[src/rtl/lr_pkg.sv]
// Shared types and constants for the line rasterizer.
// Used by every module of the block; depends on nothing.
package lr_pkg;

  localparam int SCREEN_WIDTH  = 320;
  localparam int SCREEN_HEIGHT = 240;
  localparam int ROW_SHIFT     = 10;

  localparam int COORD_W    = 9;
  localparam int ROW_W      = 8;
  localparam int COLOR_W    = 16;
  localparam int ADDR_W     = 32;
  localparam int ERR_W      = 11;
  localparam int APB_ADDR_W = 3;
  localparam int APB_DATA_W = 32;

  localparam logic [COORD_W-1:0] COL_MAX = COORD_W'(SCREEN_WIDTH - 1);
  localparam logic [COORD_W-1:0] ROW_MAX = COORD_W'(SCREEN_HEIGHT - 1);

  // Register index, taken from the word address bit of paddr.
  localparam logic REG_FRAME_BASE = 1'b0;

  typedef enum logic {
    OP_START = 1'b0,
    OP_TICK  = 1'b1
  } op_t;

  typedef logic signed [ERR_W-1:0] err_t;

  typedef struct packed {
    op_t                operation;
    logic [COORD_W-1:0] x_start;
    logic [ROW_W-1:0]   y_start;
    logic [COORD_W-1:0] x_end;
    logic [ROW_W-1:0]   y_end;
    logic [COLOR_W-1:0] draw_color;
  } item_t;

  typedef struct packed {
    logic               steep;
    logic [COORD_W-1:0] major_start;
    logic [COORD_W-1:0] major_end;
    logic [COORD_W-1:0] minor_start;
    logic [COORD_W-1:0] major_delta;
    logic [COORD_W-1:0] minor_delta;
    logic               minor_step_down;
  } line_setup_t;

endpackage

[src/rtl/lr_apb.sv]
// APB-style configuration register bank holding the frame base address.
// Depends on lr_pkg.
module lr_apb (
  input  logic                           clk,
  input  logic                           rst,
  input  logic                           psel,
  input  logic                           penable,
  input  logic                           pwrite,
  input  logic [lr_pkg::APB_ADDR_W-1:0]  paddr,
  input  logic [lr_pkg::APB_DATA_W-1:0]  pwdata,
  output logic [lr_pkg::APB_DATA_W-1:0]  prdata,
  output logic                           pready,
  output logic [lr_pkg::ADDR_W-1:0]      frame_base
);

  logic reg_index;

  assign reg_index = paddr[2];
  assign pready    = 1'b1;

  always_ff @(posedge clk) begin
    if (rst) begin
      frame_base <= '0;
    end else if (psel && penable && pwrite && pready &&
                 reg_index == lr_pkg::REG_FRAME_BASE) begin
      frame_base <= pwdata;
    end
  end

  assign prdata = (reg_index == lr_pkg::REG_FRAME_BASE) ? frame_base : '0;

endmodule

[src/rtl/lr_setup.sv]
// Line setup: clamps the endpoints, picks the major axis and orders the
// endpoints along it. Pure combinational logic; depends on lr_pkg.
module lr_setup (
  input  lr_pkg::item_t       item,
  output lr_pkg::line_setup_t setup
);

  logic [lr_pkg::COORD_W-1:0] xa, xb, ya, yb;
  logic [lr_pkg::COORD_W-1:0] dx, dy;
  logic [lr_pkg::COORD_W-1:0] ma, mb, na, nb;
  logic                       steep;
  logic                       swap;

  always_comb begin
    xa = (item.x_start > lr_pkg::COL_MAX) ? lr_pkg::COL_MAX : item.x_start;
    xb = (item.x_end > lr_pkg::COL_MAX) ? lr_pkg::COL_MAX : item.x_end;
    ya = ({1'b0, item.y_start} > lr_pkg::ROW_MAX) ? lr_pkg::ROW_MAX : {1'b0, item.y_start};
    yb = ({1'b0, item.y_end} > lr_pkg::ROW_MAX) ? lr_pkg::ROW_MAX : {1'b0, item.y_end};

    dx = (xa > xb) ? xa - xb : xb - xa;
    dy = (ya > yb) ? ya - yb : yb - ya;
    steep = dy > dx;

    // Walk along the longer axis, always in the increasing direction.
    swap = steep ? (ya > yb) : (xa > xb);
    if (steep) begin
      ma = swap ? yb : ya;
      mb = swap ? ya : yb;
      na = swap ? xb : xa;
      nb = swap ? xa : xb;
    end else begin
      ma = swap ? xb : xa;
      mb = swap ? xa : xb;
      na = swap ? yb : ya;
      nb = swap ? ya : yb;
    end

    setup.steep           = steep;
    setup.major_start     = ma;
    setup.major_end       = mb;
    setup.minor_start     = na;
    setup.major_delta     = mb - ma;
    setup.minor_delta     = (na > nb) ? na - nb : nb - na;
    setup.minor_step_down = !(na < nb);
  end

endmodule

[src/rtl/lr_stepper.sv]
// Bresenham stepper: line state, at most one pixel per item, and the result register.
// Depends on lr_pkg.
module lr_stepper (
  input  logic                         clk,
  input  logic                         rst,
  input  logic                         item_valid,
  input  lr_pkg::op_t                  operation,
  input  logic [lr_pkg::COLOR_W-1:0]   draw_color,
  input  lr_pkg::line_setup_t          setup,
  input  logic [lr_pkg::ADDR_W-1:0]    frame_base,
  output logic                         take,
  output logic                         pixel_valid,
  input  logic                         pixel_ready,
  output logic [lr_pkg::COORD_W-1:0]   pixel_x,
  output logic [lr_pkg::ROW_W-1:0]     pixel_y,
  output logic [lr_pkg::COLOR_W-1:0]   pixel_color,
  output logic [lr_pkg::ADDR_W-1:0]    pixel_address,
  output logic                         last_pixel
);

  logic                       busy;
  logic                       steep;
  logic [lr_pkg::COORD_W-1:0] major_now;
  logic [lr_pkg::COORD_W-1:0] major_end;
  logic [lr_pkg::COORD_W-1:0] minor_now;
  lr_pkg::err_t               error_acc;
  logic [lr_pkg::COORD_W-1:0] major_delta;
  logic [lr_pkg::COORD_W-1:0] minor_delta;
  logic                       minor_step_down;
  logic [lr_pkg::COLOR_W-1:0] held_color;

  // Working values for the pixel being emitted this cycle.
  logic                       cur_steep;
  logic [lr_pkg::COORD_W-1:0] cur_major;
  logic [lr_pkg::COORD_W-1:0] cur_end;
  logic [lr_pkg::COORD_W-1:0] cur_minor;
  lr_pkg::err_t               cur_err;
  logic [lr_pkg::COORD_W-1:0] cur_mdelta;
  logic [lr_pkg::COORD_W-1:0] cur_ndelta;
  logic                       cur_down;
  logic [lr_pkg::COLOR_W-1:0] cur_color;

  logic                       is_start;
  logic                       produce;
  logic                       last;
  logic [lr_pkg::COORD_W-1:0] px9;
  logic [lr_pkg::COORD_W-1:0] py9;
  logic [lr_pkg::ROW_W-1:0]   py;
  lr_pkg::err_t               err_add;
  lr_pkg::err_t               error_acc_next;
  logic [lr_pkg::COORD_W-1:0] minor_now_next;
  logic [lr_pkg::ADDR_W-1:0]  address;

  assign take     = item_valid && (!pixel_valid || pixel_ready);
  assign is_start = (operation == lr_pkg::OP_START);
  assign produce  = is_start || busy;

  always_comb begin
    if (is_start) begin
      cur_steep  = setup.steep;
      cur_major  = setup.major_start;
      cur_end    = setup.major_end;
      cur_minor  = setup.minor_start;
      cur_err    = lr_pkg::ERR_W'(0) - lr_pkg::ERR_W'(setup.major_delta >> 1);
      cur_mdelta = setup.major_delta;
      cur_ndelta = setup.minor_delta;
      cur_down   = setup.minor_step_down;
      cur_color  = draw_color;
    end else begin
      cur_steep  = steep;
      cur_major  = major_now + lr_pkg::COORD_W'(1);
      cur_end    = major_end;
      cur_minor  = minor_now;
      cur_err    = error_acc;
      cur_mdelta = major_delta;
      cur_ndelta = minor_delta;
      cur_down   = minor_step_down;
      cur_color  = held_color;
    end

    px9  = cur_steep ? cur_minor : cur_major;
    py9  = cur_steep ? cur_major : cur_minor;
    py   = py9[lr_pkg::ROW_W-1:0];
    last = (cur_major == cur_end);

    address = frame_base + (lr_pkg::ADDR_W'(py) << lr_pkg::ROW_SHIFT)
              + (lr_pkg::ADDR_W'(px9) << 1);

    // The minor axis steps only once the error turns strictly positive.
    err_add = cur_err + $signed(lr_pkg::ERR_W'(cur_ndelta));
    if (err_add > 0) begin
      minor_now_next = cur_down ? cur_minor - lr_pkg::COORD_W'(1)
                                : cur_minor + lr_pkg::COORD_W'(1);
      error_acc_next = err_add - $signed(lr_pkg::ERR_W'(cur_mdelta));
    end else begin
      minor_now_next = cur_minor;
      error_acc_next = err_add;
    end
  end

  always_ff @(posedge clk) begin
    if (rst) begin
      busy        <= 1'b0;
      pixel_valid <= 1'b0;
    end else begin
      if (take && produce) begin
        busy        <= !last;
        pixel_valid <= 1'b1;
      end else if (pixel_ready) begin
        pixel_valid <= 1'b0;
      end
    end

    if (take && produce) begin
      steep           <= cur_steep;
      major_now       <= cur_major;
      major_end       <= cur_end;
      minor_now       <= minor_now_next;
      error_acc       <= error_acc_next;
      major_delta     <= cur_mdelta;
      minor_delta     <= cur_ndelta;
      minor_step_down <= cur_down;
      held_color      <= cur_color;

      pixel_x       <= px9;
      pixel_y       <= py;
      pixel_color   <= cur_color;
      pixel_address <= address;
      last_pixel    <= last;
    end
  end

endmodule

[src/rtl/line_rasterizer.sv]
// Top level of the Bresenham line rasterizer: input register, setup,
// stepper and configuration port. Depends on lr_pkg, lr_apb, lr_setup, lr_stepper.
//
//  channel   handshake                  beat contents
//  item      item_valid / item_ready    operation, x_start, y_start, x_end, y_end, draw_color
//  pixel     pixel_valid / pixel_ready  pixel_x, pixel_y, pixel_color, pixel_address, last_pixel
//  config    APB psel/penable/pready    frame_base at byte address 0
//
// One item is taken every cycle while the pixel channel does not stall. An accepted
// beat sits in the input register, and its pixel then lands in the result register
// when the stepper takes it; the line state updates at that same edge.
// A tick while idle is consumed with no pixel beat.
// A stalled pixel beat holds the input register; the input register still
// takes a beat when the result register is empty or being drained.
// rst is synchronous and clears the line-active flag, both valid flags and frame_base.
module line_rasterizer (
  input  logic                          clk,
  input  logic                          rst,
  input  logic                          item_valid,
  output logic                          item_ready,
  input  logic                          operation,
  input  logic [lr_pkg::COORD_W-1:0]    x_start,
  input  logic [lr_pkg::ROW_W-1:0]      y_start,
  input  logic [lr_pkg::COORD_W-1:0]    x_end,
  input  logic [lr_pkg::ROW_W-1:0]      y_end,
  input  logic [lr_pkg::COLOR_W-1:0]    draw_color,
  output logic                          pixel_valid,
  input  logic                          pixel_ready,
  output logic [lr_pkg::COORD_W-1:0]    pixel_x,
  output logic [lr_pkg::ROW_W-1:0]      pixel_y,
  output logic [lr_pkg::COLOR_W-1:0]    pixel_color,
  output logic [lr_pkg::ADDR_W-1:0]     pixel_address,
  output logic                          last_pixel,
  input  logic                          psel,
  input  logic                          penable,
  input  logic                          pwrite,
  input  logic [lr_pkg::APB_ADDR_W-1:0] paddr,
  input  logic [lr_pkg::APB_DATA_W-1:0] pwdata,
  output logic [lr_pkg::APB_DATA_W-1:0] prdata,
  output logic                          pready
);

  lr_pkg::item_t              item_q;
  logic                       item_q_valid;
  logic                       take;
  lr_pkg::line_setup_t        setup;
  logic [lr_pkg::ADDR_W-1:0]  frame_base;

  assign item_ready = !item_q_valid || take;

  always_ff @(posedge clk) begin
    if (rst) begin
      item_q_valid <= 1'b0;
    end else if (item_ready) begin
      item_q_valid <= item_valid;
    end

    if (item_valid && item_ready) begin
      item_q.operation  <= lr_pkg::op_t'(operation);
      item_q.x_start    <= x_start;
      item_q.y_start    <= y_start;
      item_q.x_end      <= x_end;
      item_q.y_end      <= y_end;
      item_q.draw_color <= draw_color;
    end
  end

  lr_apb u_apb (
    .clk        (clk),
    .rst        (rst),
    .psel       (psel),
    .penable    (penable),
    .pwrite     (pwrite),
    .paddr      (paddr),
    .pwdata     (pwdata),
    .prdata     (prdata),
    .pready     (pready),
    .frame_base (frame_base)
  );

  lr_setup u_setup (
    .item  (item_q),
    .setup (setup)
  );

  lr_stepper u_stepper (
    .clk           (clk),
    .rst           (rst),
    .item_valid    (item_q_valid),
    .operation     (item_q.operation),
    .draw_color    (item_q.draw_color),
    .setup         (setup),
    .frame_base    (frame_base),
    .take          (take),
    .pixel_valid   (pixel_valid),
    .pixel_ready   (pixel_ready),
    .pixel_x       (pixel_x),
    .pixel_y       (pixel_y),
    .pixel_color   (pixel_color),
    .pixel_address (pixel_address),
    .last_pixel    (last_pixel)
  );

endmodule

[config.mk]
export PLATFORM = sky130hd
export DESIGN_NAME = line_rasterizer
export DESIGN_NICKNAME = d
export VERILOG_FILES = /design/src/rtl/lr_pkg.sv /design/src/rtl/lr_apb.sv /design/src/rtl/lr_setup.sv /design/src/rtl/lr_stepper.sv /design/src/rtl/line_rasterizer.sv
export SDC_FILE = /design/constraint.sdc
export NUM_CORES = 1
export LEC_CHECK = 0
export BUFFER_PORTS_ARGS = -buffer_cell sky130_fd_sc_hd__buf_2
export CAP_MARGIN = 15
export CORE_ASPECT_RATIO = 1.1
export CORE_MARGIN = 3
export CORE_UTILIZATION = 61
export CTS_BUF_LIST = sky130_fd_sc_hd__clkbuf_8
export DETAILED_ROUTE_END_ITERATION = 6
export PLACE_DENSITY = 0.9
export REMOVE_ABC_BUFFERS = 1
export SLEW_MARGIN = 20
export SYNTH_ARGS = -nofsm -noshare
export SYNTH_HDL_FRONTEND = slang
export SYNTH_SLANG_ARGS = --single-unit
export TNS_END_PERCENT = 1
[constraint.sdc]
create_clock -name clk -period 13.55 [get_ports clk]
set_clock_uncertainty 0.2 [all_clocks]
set_input_delay 2.71 -clock clk [delete_from_list [all_inputs] [get_ports clk]]
set_output_delay 2.71 -clock clk [all_outputs]
set_load 0.02 [all_outputs]
==> key figures, run 1 <==
Worst setup path
  – Slowest-stage cell, CP: o21ai_0
  – WP data arrival: 12.63 ns
  – Flop2flop setup slack: 1.01 ns
  – Kind of end point of the critical path: flop
  – Reg-to-Reg Start: item_q[23]
  – CP startpoint: item_q[23]
  – Most numerous cell on the critical path: o21ai_0
  – CP startpoint kind: flop
  – CP max stage delay: 0.58 ns
  – Worst path bufs/invs: 6
  – WS Path Type: reg2reg
  – CP required: 13.63 ns
  – CP delay by family, top: compound AO/OA/AOI/OAI gates
  – CP max FO: 37

Synthesis
  – Area of the mapped netlist: 14600 um^2
  – Top cell type's share of synthesized area: 0.3599
  – Number of synthesized flops with an enable pin: 175
  – Post-synthesis async set-or-reset flop share: 0
  – Most used flip-flop cell after synthesis: edfxtp_1
  – Post-synthesis sequential area ratio: 0.4079
  – Area leader, netlist: edfxtp_1
  – Synth cell types: 91
  – Synth top area cells: edfxtp_1 36%, ha_1 9.3%, nand2_1 5.6%
  – #FFs+latches synth: 210
  – Mapped Cells: 1556
  – YS warnings: 0
  – Avg Cell Area, Syn: 9.383 um^2

GRT
  – GRT Util Overall: 0.2887
  – Largest net degree at the start of global routing: 73
  – Global route total overflow: 0
  – Initial antenna violation count: 3
  – Vias in the first global route: 12300
  – First-pass GRT wire length: 61360 um

STA
  – Slew Limit Fails: 0
  – Max-slew headroom: 0.3479
  – Fin crit share: 0.9258
  – Fmax: 0.07972 GHz
  – Final Hold Viols: 0
  – Final Setup Violations: 0
  – Setup TNS: 0 ns
  – Final Worst Setup Slack: 1.006 ns
  – Final Critical Period: 12.54 ns
  – Worst Max-Slew Pin Slew: 0.9679 ns
  – RSZ-0062 raised after global routing: false

Placed design
  – Cell Area, Placed: 15790 um^2
  – I/O Buffers: 190
  – Placer Congestion: 0.9590
  – Hpwl dp: 28710 um
  – Worst slack, placed: 1.269 ns

Layout
  – P&R area growth vs syn: 12.61%
  – Layout Nets: 1949
  – Layout cell share with drive strength beyond 1: 0.1773
  – Fin area: 16440 um^2
  – Fin util: 0.7080

Clock tree
  – CTS resizes: 0
  – Num CTS Buffers: 36
  – Hold_buf cts: 0
  – CTS tree: done
  – Clock buffer depth: 3
  – H-tree level count: 2
  – Clk slew on worst S/H paths: 0.06 ns
  – Postcts setup bufs: 0
  – Clock sink count: 210
  – Clock Root Buffer: clkbuf_8
  – Worst skew pair latency: 0.54 ns

Floorplan
  – I/O Pins: 194
  – Die X: 153.5 um
  – Die Y: 168.3 um
  – Die area: 25830 um^2
  – Starting density of the core: 0.6287
  – Core area: 23220 um^2
  – Placement Rows: 58

Drt
  – Routed len/inst: 18.58 um
  – DRT iter0 DRCs: 985
  – Vias: 12380
  – WL final: 38390 um
  – TritonRoute pass-1 iters: 6
  – Final ANT Viol Nets: 0
  – Vias per std cell: 5.994
  – DRC Markers: 0

Run
  – # Max-Cap Violations: 0

Hold path
  – HP Start: item_q[10]
  – Hold Crit Class: reg2reg

Status
  – Outcome: completed
-- cell type report --
class / instances / area [um^2]
Clock buffer: 37 / 509.2
Antenna cell: 1 / 2.502
Sequential cell: 210 / 5956
Timing Repair Buffer: 207 / 1079
Inverter: 117 / 441.7
Clock inverter: 29 / 141.4
Tap cell: 300 / 375.4
Fill cell: 1652 / 6780
Multi-Input combinational cell: 1165 / 7938
-- layout by cell type, fill, tap and decap left out, types with 8 or more instances in the layout --
cell,instances
a21o_1,28
mux2i_1,26
and2_1,13
mux2_2,20
nand2b_1,27
buf_2,190
a211oi_1,15
nand3_1,21
o21ai_1,10
ha_1,108
nor3_1,13
nor2_1,110
inv_1,128
xor2_1,34
fa_1,11
o211ai_1,23
a21oi_1,127
xnor2_1,62
clkinv_1,8
o21bai_1,9
nand2_1,218
buf_4,17
nor2b_1,42
o21ai_0,92
edfxtp_1,175
clkbuf_8,37
dfxtp_1,35
o21a_1,18
-- cell usage after synthesis, drive strengths merged, types with 14 or more instances --
cell	number
nand2	218
edfxtp	175
a21oi	131
inv	115
nor2	111
ha	108
o21ai	107
xnor2	63
nor2b	42
clkbuf	41
dfxtp	35
xor2	34
a21o	28
nand2b	28
mux2i	27
o211ai	25
buf	23
mux2	22
nand3	21
a211oi	18
o21a	18
and2	15
nor3	14
-- stage by stage --
stage                     instances  hold WS, ns
after floorplan                1492       0.2003
after global placement         1999       0.2006
after detailed placement       1999       0.2061
after CTS                      2065       0.2204
after global routing           2066       0.2256
final                          2066       0.2180
-- worst paths after layout --
check,endpoint,depth (start not counted)
worst max-delay path,u_stepper.minor_now[7],47
worst min-delay path,u_stepper.held_color[10],0
worst max register to register,u_stepper.minor_now[7],47
worst min register to register,u_stepper.held_color[10],0
-- per-layer routing --
metal / up-vias / global-route usage / wire length [um]
met1: 5788 / 0.3430 / 14700
met3: 131 / 0.06530 / 3230
li1: 5863 / - / -
met4: 4 / 0.1167 / 1638
met5: - / 0 / 25
met2: 597 / 0.5072 / 18800
-- sequential cells by signal (all words and copies together) (netlist names) --
signal and count:
item_q 51, u_apb.frame_base 32, u_stepper.pixel_address 32, u_stepper.held_color 16, u_stepper.error_acc 11, u_stepper.major_delta 9
u_stepper.major_end 9, u_stepper.major_now 9, u_stepper.minor_delta 9, u_stepper.minor_now 9, u_stepper.pixel_x 9, u_stepper.pixel_y 8
item_q_valid 1, u_stepper.busy 1, u_stepper.last_pixel 1, u_stepper.minor_step_down 1, u_stepper.pixel_valid 1, u_stepper.steep 1
-- logic make-up (layout without fill, tap and decap cells) --
family	after synthesis	count (layout)	share of synthesized area
other	1	2	0.0002568
adder cells (fa/ha/maj)	121	121	0.1090
multiplexers	49	49	0.03625
AO/OA/AOI/OAI	402	402	0.1778
XOR/XNOR	99	99	0.06179
flip-flops	210	210	0.4079
buffers and inverters	181	390	0.04945
AND/OR/NAND/NOR	493	493	0.1575
Power of run 1 is not shown: default switching activity piles up to over one toggle a cycle in this logic, so the estimate is an artifact.
==> run 2, diff against run 1 <==
--- a/config.mk
+++ b/config.mk
@@ -9,10 +9,11 @@
 export CAP_MARGIN = 15
 export CORE_ASPECT_RATIO = 1.1
 export CORE_MARGIN = 3
-export CORE_UTILIZATION = 61
+export CORE_UTILIZATION = 48
 export CTS_BUF_LIST = sky130_fd_sc_hd__clkbuf_8
 export DETAILED_ROUTE_END_ITERATION = 6
-export PLACE_DENSITY = 0.9
+export HOLD_SLACK_MARGIN = 0.02
+export PLACE_DENSITY = 0.74
 export REMOVE_ABC_BUFFERS = 1
 export SLEW_MARGIN = 20
 export SYNTH_ARGS = -nofsm -noshare
==> run 2 against run 1 <==
Fmax increased by 0.73%. Sequential cell count stayed put. Worst hold slack lost 0.0026 ns. Largest cell class unchanged. Global-route usage down 6.0 points. Critical path type unchanged. Setup slack better by 0.091 ns. Final area increased by 1.1%. Via count fell by 3.5%. Count of clock-buffer cells in the layout is 2 higher. Die area up 26%. Sequential share of layout area is 0.41 points lower. Core utilization shrank 15 points. Final cell count up 5.3%.
==> key figures, run 2 (same netlist as run 1, synthesis figures left out) <==
STA
  – Fin crit share: 0.9191 (-0.006725)
  – Final Critical Period: 12.45 ns (-0.09112 ns)
  – Final Hold Viols: 0 (unchanged)
  – Setup TNS: 0 ns (unchanged)
  – Slew Limit Fails: 0 (unchanged)
  – WHS: 0.2153 ns (-0.002635 ns)
  – RSZ-0062 raised after global routing: false
  – Worst Max-Slew Pin Slew: 1.002 ns (+0.03445 ns)
  – Max-slew headroom: 0.3247 (-0.02321)
  – Final Setup Violations: 0 (unchanged)
  – Fmax: 0.08030 GHz (+0.73%)

Layout
  – Commonest non-fill, non-tap cells in the layout: 218 x nand2_1, 190 x buf_2, 175 x edfxtp_1
  – Fin util: 0.5578 (-0.1502)
  – Biggest register: item_q
  – P&R area growth vs syn: 13.90%
  – Commonest non-fill, non-tap cell in the layout: nand2_1
  – Registers with the most flip-flops: item_q x51, u_apb.frame_base x32, u_stepper.pixel_address x32
  – Max reg flops: 51 (unchanged)
  – Layout cell share with drive strength beyond 1: 0.1801 (+0.002731)
  – Layout Nets: 1953 (+0.21%)

Floorplan
  – Core area: 29810 um^2 (+28%)
  – Starting density of the core: 0.4898 (-0.1390)
  – Die X: 172.3 um (+12%)
  – I/O Pins: 194 (unchanged)
  – Die Y: 188.9 um (+12%)
  – Die area: 32550 um^2 (+26%)
  – Placement Rows: 66 (+14%)

Clock tree
  – H-tree level count: 2 (unchanged)
  – Clock Root Buffer: clkbuf_8
  – Postcts setup bufs: 0 (unchanged)
  – CTS resizes: 0 (unchanged)
  – Hold_buf cts: 0 (unchanged)
  – Clock sink count: 210 (unchanged)
  – Worst skew pair latency: 0.58 ns (+0.04 ns)
  – Clk slew on worst S/H paths: 0.07 ns (about the same)
  – CTS tree: done
  – Clock buffer depth: 3 (unchanged)
  – Num CTS Buffers: 38 (+5.6%)

Worst setup path
  – Worst setup path endpoint: u_stepper.error_acc[9]
  – CP max FO: 48 (+30%)
  – R2R cell count: 48 (+2.1%)
  – Reg-to-Reg Start: item_q[21]
  – WS Path Type: reg2reg
  – CP Depth: 48 (+2.1%)
  – Slowest-stage cell, CP: o211a_1
  – CP required: 13.65 ns (+0.02 ns)
  – CP delay by family, top: compound AO/OA/AOI/OAI gates
  – CP max stage delay: 0.58 ns (about the same)
  – Flop2flop setup slack: 1.10 ns (+0.09 ns)
  – Kind of end point of the critical path: flop
  – WP data arrival: 12.55 ns (-0.08 ns)
  – CP startpoint: item_q[21]
  – R2R Path End: u_stepper.error_acc[9]
  – Worst path bufs/invs: 6 (unchanged)
  – Most numerous cell on the critical path: o21ai_0
  – CP startpoint kind: flop

Drt
  – WL final: 37590 um (-2.1%)
  – Vias per std cell: 5.490 (-8.4%)
  – TritonRoute pass-1 iters: 5 (-1)
  – Final ANT Viol Nets: 0 (unchanged)
  – Routed len/inst: 17.28 um (-7.0%)
  – DRC Markers: 0 (unchanged)
  – DRT iter0 DRCs: 827 (-16%)
  – Vias: 11950 (-3.5%)

GRT
  – Vias in the first global route: 11670 (-5.1%)
  – Global route total overflow: 0 (unchanged)
  – GRT Util Overall: 0.2287 (-0.06004)
  – Initial antenna violation count: 3 (unchanged)
  – First-pass GRT wire length: 59770 um (-2.6%)
  – Largest net degree at the start of global routing: 77 (+5.5%)

Hold path
  – Hold Crit Class: reg2reg

Run
  – # Max-Cap Violations: 0 (unchanged)

Status
  – Outcome: completed

Placed design
  – Placer Congestion: 0.8845 (-7.8%)
  – Hpwl dp: 28490 um (-0.74%)
  – I/O Buffers: 190 (unchanged)
-- run 2: cell count changes in the layout (fill, tap and decap cells not counted) --
cell	change
clkinv_2	+2
inv_1	-2
clkinv_1	-2
buf_4	+1
clkinvlp_4	-3
inv_8	+2
clkinv_8	-1
clkbuf_8	+2
buf_12	+1
inv_12	+1
diode_2	+1
-- run 2: worst min path at each step --
stage | start | endpoint | slack [ns] | cells past startpoint
2_1_floorplan | item_q[0] | u_stepper.held_color[0] | 0.20 | 0
3_3_place_gp | item_q[15] | u_stepper.held_color[15] | 0.20 | 0
3_5_place_dp | item_q[5] | u_stepper.held_color[5] | 0.21 | 0
4_1_cts | item_q[5] | u_stepper.held_color[5] | 0.22 | 0
5_1_grt | item_q[5] | u_stepper.held_color[5] | 0.23 | 0
6_report | item_q[4] | u_stepper.held_color[4] | 0.22 | 0
-- run 2: through the flow --
stage,cells,setup WS (ns),cell area [um^2]
finish,2176,1.097,16630
global route,2175,0.2524,16630
CTS,2174,1.199,16620
detailed placement,2109,1.285,15950
global placement,2109,1.395,15950
floorplan,1492,0.8820,14320
-- run 2: layout make-up --
class | count | area [um^2]
Fill cell | 2629 | 13180
Multi-Input combinational cell | 1165 | 7938
Sequential cell | 210 | 5956
Timing Repair Buffer | 209 | 1106
Clock buffer | 39 | 536.8
Tap cell | 408 | 510.5
Inverter | 117 | 441.7
Clock inverter | 26 | 136.4
Antenna cell | 2 | 5.005
-- run 2: routing by layer --
layer,GRT usage,share of wire,vias to the layer above
li1,-,-,5885
met4,0.08047,0.031,2
met2,0.3855,0.48,417
met3,0.06118,0.079,79
met1,0.2820,0.41,5564
met5,0,0.00040,-
Power of run 2 is left out for the same reason.
